`config.mk`:
```
export PLATFORM = sky130hd
export DESIGN_NAME = polynomial_add_sub_mul
export DESIGN_NICKNAME = d
export VERILOG_FILES = /design/src/hdl/pasm_pkg.sv /design/src/hdl/pasm_ram.sv /design/src/hdl/pasm_mac.sv /design/src/hdl/polynomial_add_sub_mul.sv
export SDC_FILE = /design/constraint.sdc
export NUM_CORES = 2
export LEC_CHECK = 0
export BUFFER_PORTS_ARGS = -buffer_cell sky130_fd_sc_hd__buf_2
export CAP_MARGIN = 20
export CELL_PAD_IN_SITES_DETAIL_PLACEMENT = 1
export CELL_PAD_IN_SITES_GLOBAL_PLACEMENT = 2
export CORE_ASPECT_RATIO = 1.1
export CORE_MARGIN = 10
export CORE_UTILIZATION = 50
export DETAILED_ROUTE_END_ITERATION = 7
export GPL_TIMING_DRIVEN = 0
export PLACE_DENSITY = 0.92
export SETUP_SLACK_MARGIN = 0.3
export SKIP_CTS_REPAIR_TIMING = 1
export SLEW_MARGIN = 10
export SYNTH_ARGS = -nofsm -noshare
export SYNTH_HDL_FRONTEND = slang
export SYNTH_SLANG_ARGS = --single-unit
export TNS_END_PERCENT = 10
```
`constraint.sdc`:
```
create_clock -name clk -period 14.3 [get_ports clk]
set_input_delay 0.715 -clock clk [delete_from_list [all_inputs] [get_ports clk]]
set_output_delay 0.715 -clock clk [all_outputs]
set_load 0.02 [all_outputs]
```
`src/hdl/pasm_pkg.sv`:
```
`default_nettype none
package pasm_pkg;

  localparam int MAX_TERMS  = 32;
  localparam int COEFF_W    = 16;
  localparam int IDX_W      = (MAX_TERMS > 1) ? $clog2(MAX_TERMS) : 1;

  localparam int OPC_W      = 2;
  localparam int TERM_W     = 5;
  localparam int COEFF_IN_W = 16;
  localparam int CFG_W      = 5;
  localparam int DEG_W      = 6;
  localparam int SUM_W      = 18;
  localparam int ACC_W      = 37;
  localparam int PROD_W     = 2 * COEFF_W;

  localparam int IN_BITS      = TERM_W + COEFF_IN_W;
  localparam int IN_TDATA_W   = ((IN_BITS + 7) / 8) * 8;
  localparam int OUT_BITS     = DEG_W + 2 * SUM_W + ACC_W;
  localparam int OUT_TDATA_W  = ((OUT_BITS + 7) / 8) * 8;

  localparam logic [OPC_W-1:0] OP_LOAD_A  = 2'd0;
  localparam logic [OPC_W-1:0] OP_LOAD_B  = 2'd1;
  localparam logic [OPC_W-1:0] OP_COMPUTE = 2'd2;

  localparam logic CFG_A_DEGREE = 1'b0;
  localparam logic CFG_B_DEGREE = 1'b1;

  typedef struct packed {
    logic clr;
    logic en;
  } mac_ctrl_t;

endpackage
`default_nettype wire

```
`src/hdl/pasm_ram.sv`:
```
`default_nettype none
module pasm_ram #(
  parameter int WIDTH = 16,
  parameter int DEPTH = 32
) (
  input  wire logic                     clk,
  input  wire logic                     we,
  input  wire logic [$clog2(DEPTH)-1:0] waddr,
  input  wire logic [WIDTH-1:0]         wdata,
  input  wire logic [$clog2(DEPTH)-1:0] raddr,
  output logic      [WIDTH-1:0]         rdata
);

  logic [WIDTH-1:0] mem_r [DEPTH];
  logic [WIDTH-1:0] rdata_r;

  always_ff @(posedge clk) begin
    if (we) begin
      mem_r[waddr] <= wdata;
    end
    rdata_r <= mem_r[raddr];
  end

  assign rdata = rdata_r;

endmodule
`default_nettype wire

```
`src/hdl/pasm_mac.sv`:
```
`default_nettype none
module pasm_mac (
  input  wire logic                               clk,
  input  wire logic                               rst_n,
  input  wire pasm_pkg::mac_ctrl_t                ctrl,
  input  wire logic signed [pasm_pkg::COEFF_W-1:0] a_in,
  input  wire logic signed [pasm_pkg::COEFF_W-1:0] b_in,
  output logic signed      [pasm_pkg::ACC_W-1:0]   acc,
  output logic                                    busy
);
  import pasm_pkg::*;

  logic signed [PROD_W-1:0] prod_r;
  logic                     prod_vld_r;
  logic signed [ACC_W-1:0]  acc_r;

  always_ff @(posedge clk) begin
    if (!rst_n) begin
      prod_vld_r <= 1'b0;
    end else begin
      prod_vld_r <= ctrl.en;
    end
    prod_r <= a_in * b_in;
    if (ctrl.clr) begin
      acc_r <= '0;
    end else if (prod_vld_r) begin
      acc_r <= acc_r + ACC_W'(prod_r);
    end
  end

  assign acc  = acc_r;
  assign busy = prod_vld_r;

endmodule
`default_nettype wire

```
`src/hdl/polynomial_add_sub_mul.sv`:
```
// Polynomial add, subtract and multiply engine.
// The input stream carries an opcode in in_tuser. A load transaction writes one
// signed coefficient of A or B at the power given in in_tdata.
// A compute transaction emits one result per power, from a_degree + b_degree
// down to zero, with the coefficients of A+B, A-B and A*B; out_tlast marks the
// power-zero result. Degrees are to be written on the cfg channel only while
// the block idles; the block itself does not enforce this. Each power is
// produced by one shared 16x16 multiplier and accumulator fed from two
// coefficient RAMs under a small sequencer: it reads the coefficients of that
// power, issues each product term in turn, then drains the pipeline. The
// receiver can stall each result; the block is not ready during a compute.
// A result is held in the output register until out_tready takes it.
// Reset clears the degrees and marks every stored coefficient as zero at once.
`default_nettype none
module polynomial_add_sub_mul (
  input  wire logic                                 clk,
  input  wire logic                                 rst_n,
  input  wire logic                                 in_tvalid,
  output logic                                      in_tready,
  // term_index [4:0], coefficient [20:5]
  input  wire logic [pasm_pkg::IN_TDATA_W-1:0]      in_tdata,
  // opcode [1:0]
  input  wire logic [pasm_pkg::OPC_W-1:0]           in_tuser,
  output logic                                      out_tvalid,
  input  wire logic                                 out_tready,
  // out_degree [5:0], sum_coeff [23:6], diff_coeff [41:24], product_coeff [78:42]
  output logic      [pasm_pkg::OUT_TDATA_W-1:0]     out_tdata,
  output logic                                      out_tlast,
  input  wire logic                                 cfg_valid,
  output logic                                      cfg_ready,
  input  wire logic                                 cfg_index,
  input  wire logic [pasm_pkg::CFG_W-1:0]           cfg_data
);
  import pasm_pkg::*;

  typedef enum logic [2:0] {S_IDLE, S_SUMRD, S_MAC, S_DRAIN, S_OUT} state_t;

  state_t                    state_r, state_nxt;
  logic [DEG_W-1:0]          p_r, p_nxt;
  logic [IDX_W-1:0]          i_r, i_nxt;
  logic                      out_tvalid_r, out_tvalid_nxt;
  logic [CFG_W-1:0]          a_degree_r, b_degree_r;
  logic [MAX_TERMS-1:0]      a_vld_r, b_vld_r;
  logic                      s1_vld_r, s1_sum_r, s1_za_r, s1_zb_r;
  logic signed [SUM_W-1:0]   sum_r, diff_r;

  logic                      in_accept;
  logic [TERM_W-1:0]         in_term_index;
  logic [COEFF_IN_W-1:0]     in_coefficient;
  logic                      load_ok, a_we, b_we;
  logic [IDX_W-1:0]          da, db, lo, hi, a_raddr, b_raddr;
  logic [DEG_W-1:0]          top;
  logic                      iss_vld, iss_sum, iss_za, iss_zb;
  logic [COEFF_W-1:0]        a_rd, b_rd;
  logic signed [COEFF_W-1:0] a_val, b_val;
  logic signed [ACC_W-1:0]   acc;
  logic                      mac_busy;
  mac_ctrl_t                 mac_ctrl;

  assign in_accept      = in_tvalid && in_tready;
  assign in_term_index  = in_tdata[TERM_W-1:0];
  assign in_coefficient = in_tdata[IN_BITS-1:TERM_W];
  assign load_ok        = 32'(in_term_index) < MAX_TERMS;
  assign a_we           = in_accept && (in_tuser == OP_LOAD_A) && load_ok;
  assign b_we           = in_accept && (in_tuser == OP_LOAD_B) && load_ok;

  assign da  = (32'(a_degree_r) > MAX_TERMS - 1) ? IDX_W'(MAX_TERMS - 1)
                                                 : a_degree_r[IDX_W-1:0];
  assign db  = (32'(b_degree_r) > MAX_TERMS - 1) ? IDX_W'(MAX_TERMS - 1)
                                                 : b_degree_r[IDX_W-1:0];
  assign top = DEG_W'(da) + DEG_W'(db);
  assign lo  = (p_r > DEG_W'(db)) ? IDX_W'(p_r - DEG_W'(db)) : '0;
  assign hi  = (p_r < DEG_W'(da)) ? IDX_W'(p_r) : da;

  always_comb begin
    a_raddr = i_r;
    b_raddr = IDX_W'(p_r - DEG_W'(i_r));
    iss_za  = 1'b0;
    iss_zb  = 1'b0;
    if (state_r == S_SUMRD) begin
      a_raddr = IDX_W'(p_r);
      b_raddr = IDX_W'(p_r);
      iss_za  = p_r > DEG_W'(da);
      iss_zb  = p_r > DEG_W'(db);
    end
    iss_za = iss_za || !a_vld_r[a_raddr];
    iss_zb = iss_zb || !b_vld_r[b_raddr];
  end

  pasm_ram #(.WIDTH(COEFF_W), .DEPTH(MAX_TERMS)) u_ram_a (
    .clk   (clk),
    .we    (a_we),
    .waddr (in_term_index[IDX_W-1:0]),
    .wdata (COEFF_W'(in_coefficient)),
    .raddr (a_raddr),
    .rdata (a_rd)
  );

  pasm_ram #(.WIDTH(COEFF_W), .DEPTH(MAX_TERMS)) u_ram_b (
    .clk   (clk),
    .we    (b_we),
    .waddr (in_term_index[IDX_W-1:0]),
    .wdata (COEFF_W'(in_coefficient)),
    .raddr (b_raddr),
    .rdata (b_rd)
  );

  assign a_val = s1_za_r ? '0 : a_rd;
  assign b_val = s1_zb_r ? '0 : b_rd;

  assign mac_ctrl.clr = (state_r == S_SUMRD);
  assign mac_ctrl.en  = s1_vld_r && !s1_sum_r;

  pasm_mac u_mac (
    .clk   (clk),
    .rst_n (rst_n),
    .ctrl  (mac_ctrl),
    .a_in  (a_val),
    .b_in  (b_val),
    .acc   (acc),
    .busy  (mac_busy)
  );

  always_comb begin
    state_nxt      = state_r;
    p_nxt          = p_r;
    i_nxt          = i_r;
    out_tvalid_nxt = out_tvalid_r;
    iss_vld        = 1'b0;
    iss_sum        = 1'b0;
    unique case (state_r)
      S_IDLE: begin
        if (in_accept && (in_tuser == OP_COMPUTE)) begin
          p_nxt     = top;
          state_nxt = S_SUMRD;
        end
      end
      S_SUMRD: begin
        iss_vld   = 1'b1;
        iss_sum   = 1'b1;
        i_nxt     = lo;
        state_nxt = S_MAC;
      end
      S_MAC: begin
        iss_vld = 1'b1;
        i_nxt   = i_r + IDX_W'(1);
        if (i_r == hi) begin
          state_nxt = S_DRAIN;
        end
      end
      S_DRAIN: begin
        if (!s1_vld_r && !mac_busy) begin
          out_tvalid_nxt = 1'b1;
          state_nxt      = S_OUT;
        end
      end
      S_OUT: begin
        if (out_tready) begin
          out_tvalid_nxt = 1'b0;
          if (p_r == '0) begin
            state_nxt = S_IDLE;
          end else begin
            p_nxt     = p_r - DEG_W'(1);
            state_nxt = S_SUMRD;
          end
        end
      end
    endcase
  end

  always_ff @(posedge clk) begin
    if (!rst_n) begin
      state_r      <= S_IDLE;
      out_tvalid_r <= 1'b0;
      s1_vld_r     <= 1'b0;
    end else begin
      state_r      <= state_nxt;
      out_tvalid_r <= out_tvalid_nxt;
      s1_vld_r     <= iss_vld;
    end
    p_r      <= p_nxt;
    i_r      <= i_nxt;
    s1_sum_r <= iss_sum;
    s1_za_r  <= iss_za;
    s1_zb_r  <= iss_zb;
    if (s1_vld_r && s1_sum_r) begin
      sum_r  <= SUM_W'(a_val) + SUM_W'(b_val);
      diff_r <= SUM_W'(a_val) - SUM_W'(b_val);
    end
  end

  always_ff @(posedge clk) begin
    if (!rst_n) begin
      a_vld_r    <= '0;
      b_vld_r    <= '0;
      a_degree_r <= '0;
      b_degree_r <= '0;
    end else begin
      if (a_we) begin
        a_vld_r[in_term_index[IDX_W-1:0]] <= 1'b1;
      end
      if (b_we) begin
        b_vld_r[in_term_index[IDX_W-1:0]] <= 1'b1;
      end
      if (cfg_valid && cfg_ready) begin
        if (cfg_index == CFG_A_DEGREE) begin
          a_degree_r <= cfg_data;
        end else begin
          b_degree_r <= cfg_data;
        end
      end
    end
  end

  assign in_tready  = (state_r == S_IDLE);
  assign cfg_ready  = 1'b1;
  assign out_tvalid = out_tvalid_r;
  assign out_tlast  = (p_r == '0);
  assign out_tdata  = OUT_TDATA_W'({acc, diff_r, sum_r, p_r});

  a_no_overlap: assert property (@(posedge clk) disable iff (!rst_n)
    !(in_tready && out_tvalid))
    else $error("input accepted while a result is pending");

  a_last_degree: assert property (@(posedge clk) disable iff (!rst_n)
    out_tvalid |-> (out_tlast == (out_tdata[DEG_W-1:0] == '0)))
    else $error("tlast does not match degree zero");

  a_done_idle: assert property (@(posedge clk) disable iff (!rst_n)
    (out_tvalid && out_tready && out_tlast) |=> in_tready)
    else $error("block not idle after the final result");

  a_compute_busy: assert property (@(posedge clk) disable iff (!rst_n)
    (in_tvalid && in_tready && (in_tuser == OP_COMPUTE)) |=> !in_tready)
    else $error("block ready right after a compute transaction");

endmodule
`default_nettype wire
```
# After elaboration in Yosys (flattened, before gate mapping)
# Memories as Yosys holds them, arrays and structs flattened. A register that Yosys moved wholly into a read port is not among the register bits.
# Cells that the tools add are included.
[op_classes] add_sub_neg=8 n_mul=1 order_cmp=7 eq_ne=12 n_mux=34 bitwise_logic=3 reduce_logical=27
[op_table] op="$or 32x32->32" n=2
[op_table] op="$add 37x32->37" n=1
[op_table] op="$mul 16x16->32" n=1
[op_table] op="$mux 16" n=2
[op_table] op="$mux 5" n=4
[op_table] op="$lt 5x6->1 const B" n=3
[op_table] op="$mux 6" n=3
[op_table] op="$add 16x16->17" n=1
[op_table] op="$sub 16x16->17" n=1
[op_table] op="$pmux 3 s5" n=1
[op_table] op="$mux 1" n=14
[op_table] op="$gt 6x5->1" n=2
[op_table] op="$mux 3" n=4
[op_table] op="$pmux 6 s2" n=1
[op_table] op="$bmux 1 s5" n=2
[op_table] op="$pmux 5 s2" n=1
[op_table] op="$sub 5x5->5" n=2
[op_table] op="$logic_and 1x1->1" n=8
[op_table] op="$ne 2x2->1 const B" n=4
[op_table] op="$reduce_and 4->1" n=2
[op_table] op="$add 5x5->6" n=1
[op_table] op="$eq 3x2->1 const B" n=2
[op_table] op="$logic_not 6->1" n=1
[op_table] op="$lt 6x5->1" n=1
[op_table] op="other kinds (20)" n=28
[word_totals] ff_bits=199 mem_bits_rw=1024 inputBits=37 out_inout_bits=84 wordCells=111 mem_count=2
[mem_list] name="u_ram_a.mem_r" words=32 word_bits=16 read_ports=1 rd_clocked_by_memory_dff=1 wr=1 line="pasm_ram.sv:14" text="logic [WIDTH-1:0] mem_r [DEPTH];"
[mem_list] name="u_ram_b.mem_r" words=32 word_bits=16 read_ports=1 rd_clocked_by_memory_dff=1 wr=1 line="pasm_ram.sv:14"

# Logic depth before layout (Yosys ltp)
[depth] word_depth=6 mapped_depth=29 ltp_nobuf=26

# Cells and area by module
# From an unflattened synthesis, not the netlist that was laid out.
[hier_totals] cells_unflattened=4710 area_unflattened_um2=62784.0
[modules_own_cells] module="pasm_ram" instances=2 cells_per_inst=1143 area_per_inst_um2=20535.9 seq_area_each_um2=15695.1
[modules_own_cells] module="pasm_mac" instances=1 cells_per_inst=1521 area_per_inst_um2=13754.4 seq_area_each_um2=1401.3
[modules_own_cells] module="polynomial_add_sub_mul" instances=1 cells_per_inst=903 area_per_inst_um2=7957.6 seq_area_each_um2=2962.8

# Worst setup path before layout
# Ideal clock, no wire load.
[synth_path] path_type="register -> register" from="register s1_za_r" to="register u_mac.prod_r[31]" setup_time_ns=0.121 t_arrival_ns=6.536 t_required_ns=14.179 path_slack_ns=7.643 stages_incl_launch_ff=26 n_path_buf=2 period_less_slack_ns=6.657 cell_sequence="dfxtp_1 clkbuf_1 nand2b_1 clkbuf_1 clkinv_1 ha_1 fa_1 inv_1 fa_1 inv_1 fa_1 fa_1 fa_1 inv_1 fa_1 inv_1 ha_1 a21oi_1 o21ai_0 a211oi_2 a22oi_1 a41o_1 o41a_1 a211oi_2 a21oi_1 xnor2_1"
[synth_between] elab_chain_len=2
[synth_lines] element="start, declared" line="polynomial_add_sub_mul.sv:44" text="logic s1_vld_r, s1_sum_r, s1_za_r, s1_zb_r;"
[synth_lines] element="start signal, assigned" line="polynomial_add_sub_mul.sv:184" text="s1_za_r <= iss_za;"
[synth_lines] element="$mux 16" line="polynomial_add_sub_mul.sv:108" text="assign a_val = s1_za_r ? '0 : a_rd;"
[synth_lines] element="$mul 16x16->32" line="pasm_mac.sv:23" text="prod_r <= a_in * b_in;"
[synth_lines] element="end signal, assigned" line="pasm_mac.sv:23"
[synth_lines] element="end, declared" line="pasm_mac.sv:13" text="logic signed [PROD_W-1:0] prod_r;"
# No other way between the ends.
# A chain may end at the register's enable or synchronous reset.

# Worst setup path in the final report
# Ends and elaborated chain as after synthesis.

==> Flow_metrics.wiki <==
{| class="wikitable"
! Metric !! Value
|-
| Area Growth Syn to Fin || 13.11%
|-
| Global placer's final weighted congestion || 0.8877
|-
| Net Count, Synth || 4568
|-
| Count leader, synth || sky130_fd_sc_hd__edfxtp_1
|-
| Proportion of layout cells with a drive suffix above 1 || 0.1806
|-
| Worst reg-to-reg path cell count || 25
|-
| GRT Max-Usage Layer || met2
|-
| Maximum single-stage delay on the critical path || ~650 ps
|-
| Initial Util || 0.5048
|-
| Max Slew Vio Count || 0
|-
| Sink of the worst hold path || b_degree_r[0]
|-
| Overall fraction of global-route tracks in use || 0.2616
|-
| Netlist cell types || 80
|-
| IO Pins || 121
|-
| Slew of the pin with the lowest slew margin || 1254 ps
|-
| WP buf/inv || 7
|-
| Finished Cell Area || 68410 sq um
|-
| Critical path class || reg -> reg
|-
| Met1 usage in global routing || 0.3283
|-
| HPWL after detailed placement || 122400 um
|-
| Fmax || ~0.12 GHz
|-
| Share of the clock period used by the worst path after layout || 0.6063
|-
| Fraction of synthesized cell area taken by the top area cell type || 0.5303
|-
| Cells after synthesis || a little over 4000
|-
| Max Fanout on Critical Path || 10
|-
| Crit-path leading delay family || adder cells
|-
| Seq cells post-synth || 1252
|-
| Cell type of the slowest stage on the worst timing path || sky130_fd_sc_hd__clkbuf_1
|-
| Status || finished, final reports clean
|-
| Number of setup violations in the final report || 0
|-
| Number of placement rows || around 130
|-
| Number of antenna violations at the first check in global routing || 12
|-
| Die area || 135300 sq um
|-
| Primary flip-flop cell chosen by synthesis mapping || sky130_fd_sc_hd__edfxtp_1
|-
| Clock tree sinks || roughly 1300
|-
| Final worst clock skew || 61.99 ps
|-
| Initial drt markers || roughly 3800
|-
| TritonCTS buffer count || 119
|-
| Final nets || 4882
|-
| Vias post-DR || 36896
|-
| Largest net degree at the start of global routing || 65
|-
| GR Layer Usage met2 || 0.4469
|-
| Die Span X || 351.6 um
|-
| Cell at the root of the clock tree || sky130_fd_sc_hd__clkbuf_16
|-
| Final instance count without filler cells || 6060
|-
| Count of nets left with antenna violations after detail routing || 0
|-
| R2r endpoint || u_mac.prod_r[31]
|-
| Arrival time of the worst setup path || 9260 ps
|-
| Crit-path most repeated cell || sky130_fd_sc_hd__fa_1
|-
| Number of placed instances, taps included || ~6000
|-
| RSZ-0062 raised after global routing || no
|-
| Worst setup path startpoint || s1_za_r
|-
| Clock latency on the worst-skew pair || a little under 800 ps
|-
| Async set-or-reset flop fraction in the synthesized netlist || 0
|-
| Reg-to-reg startpoint || s1_za_r
|-
| Placement Cell Area || 64410 sq um
|-
| Power Density || around 180 nW/um^2
|-
| Area of the core region || 119800 sq um
|-
| Max rail drop VDD || 119.1 uV
|-
| Kind of capture point of the worst setup path || register
|-
| Mean Syn Cell Area || 14.79 sq um
|-
| Slew Limit Headroom || 0.1640
|-
| Post-synth top area cell || sky130_fd_sc_hd__edfxtp_1
|-
| Detailed-route wire length || 176900 um
|-
| Number of global-route vias before repair || 39428
|-
| Total negative setup slack || 0 ps
|-
| Fraction of the yosys area taken by sequential cells || 0.5912
|-
| Post-route DRC || 0
|-
| Depth of the worst hold-timing path || 3
|-
| Startpoint of the tightest hold check path || cfg_data[0]
|-
| Max-cap violation count || 0
|-
| Fraction of met3 tracks used by global routing || 0.04200
|-
| Most area-consuming cells after synthesis || sky130_fd_sc_hd__edfxtp_1 53%, sky130_fd_sc_hd__mux4_2 10%, sky130_fd_sc_hd__fa_1 8.9%
|-
| First-pass GRT wire length || 262100 um
|-
| Gr ovfl total || 0
|-
| Register clock-pin slew on the reported worst setup and hold paths || 60 ps
|-
| Static leakage power || 25.27 nW
|-
| Yosys warnings || 0
|-
| EDFF count, synth || roughly 1100
|-
| Endpoint required time on the critical path || 14890 ps
|-
| Die span in y || about 380 um
|-
| Via-to-Cell Ratio || 6.088
|-
| Buffers from clock root to sink, at most || 3
|-
| Mapped Area || 60480 sq um
|-
| WL/cell || between 20 and 30 um
|-
| Shortest period the worst path allows || 8670 ps
|-
| CTS tree || yes
|-
| Detailed-routing iteration count for the pre-antenna-repair pass || 6
|-
| Synth cell count leaders || 1068 x sky130_fd_sc_hd__edfxtp_1, 378 x sky130_fd_sc_hd__inv_1, 371 x sky130_fd_sc_hd__nand2_1
|-
| Worst hold path type || in -> reg
|-
| Final hold violation count || 0
|-
| Startpoint types || register
|-
| Buffers on Ports || 111
|-
| CTS H-tree depth || 3
|-
| Reg2Reg Setup Slack || 5630 ps
|}
==> placed cells by master (no fill, tap or decap), drive strengths merged, types with 7 or more instances in the layout <==
cell type	instances
nand2	371
a21boi	11
edfxtp	1068
buf	258
a211o	7
clkbuf	280
bufinv	12
clkinv	55
a211oi	19
nor2	289
o21a	82
nand3b	9
and2	8
o21bai	9
xnor2	81
nor2b	40
inv	382
nor3	18
o211ai	21
mux2i	68
mux2	33
xor2	28
mux4	272
nand2b	31
ha	173
nand3	122
o21ai	99
a21o	37
dfxtp	184
a21oi	82
fa	268
and3	9
nand4	8
==> kinds of logic (layout without fill, tap and decap cells) <==
group,after synthesis,count (layout),share of synthesized area
mux,373,373,0.1187
xor+xnor,109,109,0.01579
compound gates,409,409,0.04469
other cells,2,3,0.0001242
buf+inv,574,991,0.03805
fa+ha+maj,441,441,0.1245
flops,1252,1252,0.5912
simple gates,930,930,0.06697
==> per-layer routing <==
| layer | vias up | wire length (um) | part of all wire |
|---|---|---|---|
| met3 | 429 | 13230 | 0.075 |
| met5 | - | 128 | 0.00072 |
| met4 | 16 | 8401 | 0.048 |
| met1 | 19209 | 66050 | 0.37 |
| met2 | 1853 | 89050 | 0.50 |
| li1 | 15389 | - | - |
==> registers in the layout (all words and copies together), names as in the netlist, 3 cells and up <==
signal,count
a_degree_r,5
a_vld_r,32
b_degree_r,5
b_vld_r,32
diff_r,16
i_r,5
p_r,6
state_r,3
sum_r,17
u_mac.acc,37
u_mac.prod_r,32
u_ram_a.mem_r,512
u_ram_a.rdata,16
u_ram_b.mem_r,512
u_ram_b.rdata,16
==> report_power, final <==
part | switching (mW) | internal (mW)
sequential | 0.0974 | 4.16
combinational | 3.04 | 1.85
clock | 1.42 | 1.81
total | 4.56 | 7.83
==> per-stage QoR <==
step	total power [mW]	utilization	hold slack (ps)	setup WS, ps
detailed placement	9.152	0.5376	395.6	5656
floorplan	7.528	-	381.6	7643
CTS	12.44	0.5707	214.7	5590
finish	12.39	0.5710	254.1	5630
global route	13.01	0.5709	236.6	5289
global placement	8.972	0.5256	390.9	5742
==> how the worst max path moves through the flow <==
stage | endpoint | slack [ps] | depth (start not counted)
after global routing | u_mac.prod_r[31] | 5290 | 25
final | u_mac.prod_r[31] | 5630 | 25
after detailed placement | u_mac.prod_r[31] | 5660 | 25
after floorplan | u_mac.prod_r[31] | 7640 | 25
after global placement | u_mac.prod_r[31] | 5740 | 25
after CTS | u_mac.prod_r[31] | 5590 | 25
==> tightest hold or removal path, delay by kind of cell <==
family / cells / cell delay (ps)
buf+inv: 1 / 100
compound gates: 1 / 70
simple gates: 1 / 50
==> layout make-up <==
cell class	count	area, sq um
multi-input cells	2264	22590
plain buffers	182	828.3
well taps	1552	1942
repair buffers	193	1846
inverters	392	1473
diodes	1	2.502
fillers	11342	51410
clock buffers	163	3252
flip-flops and latches	1252	35750
clock inverters	61	721.9
No activity file was read; power rests on OpenSTA's default activity.
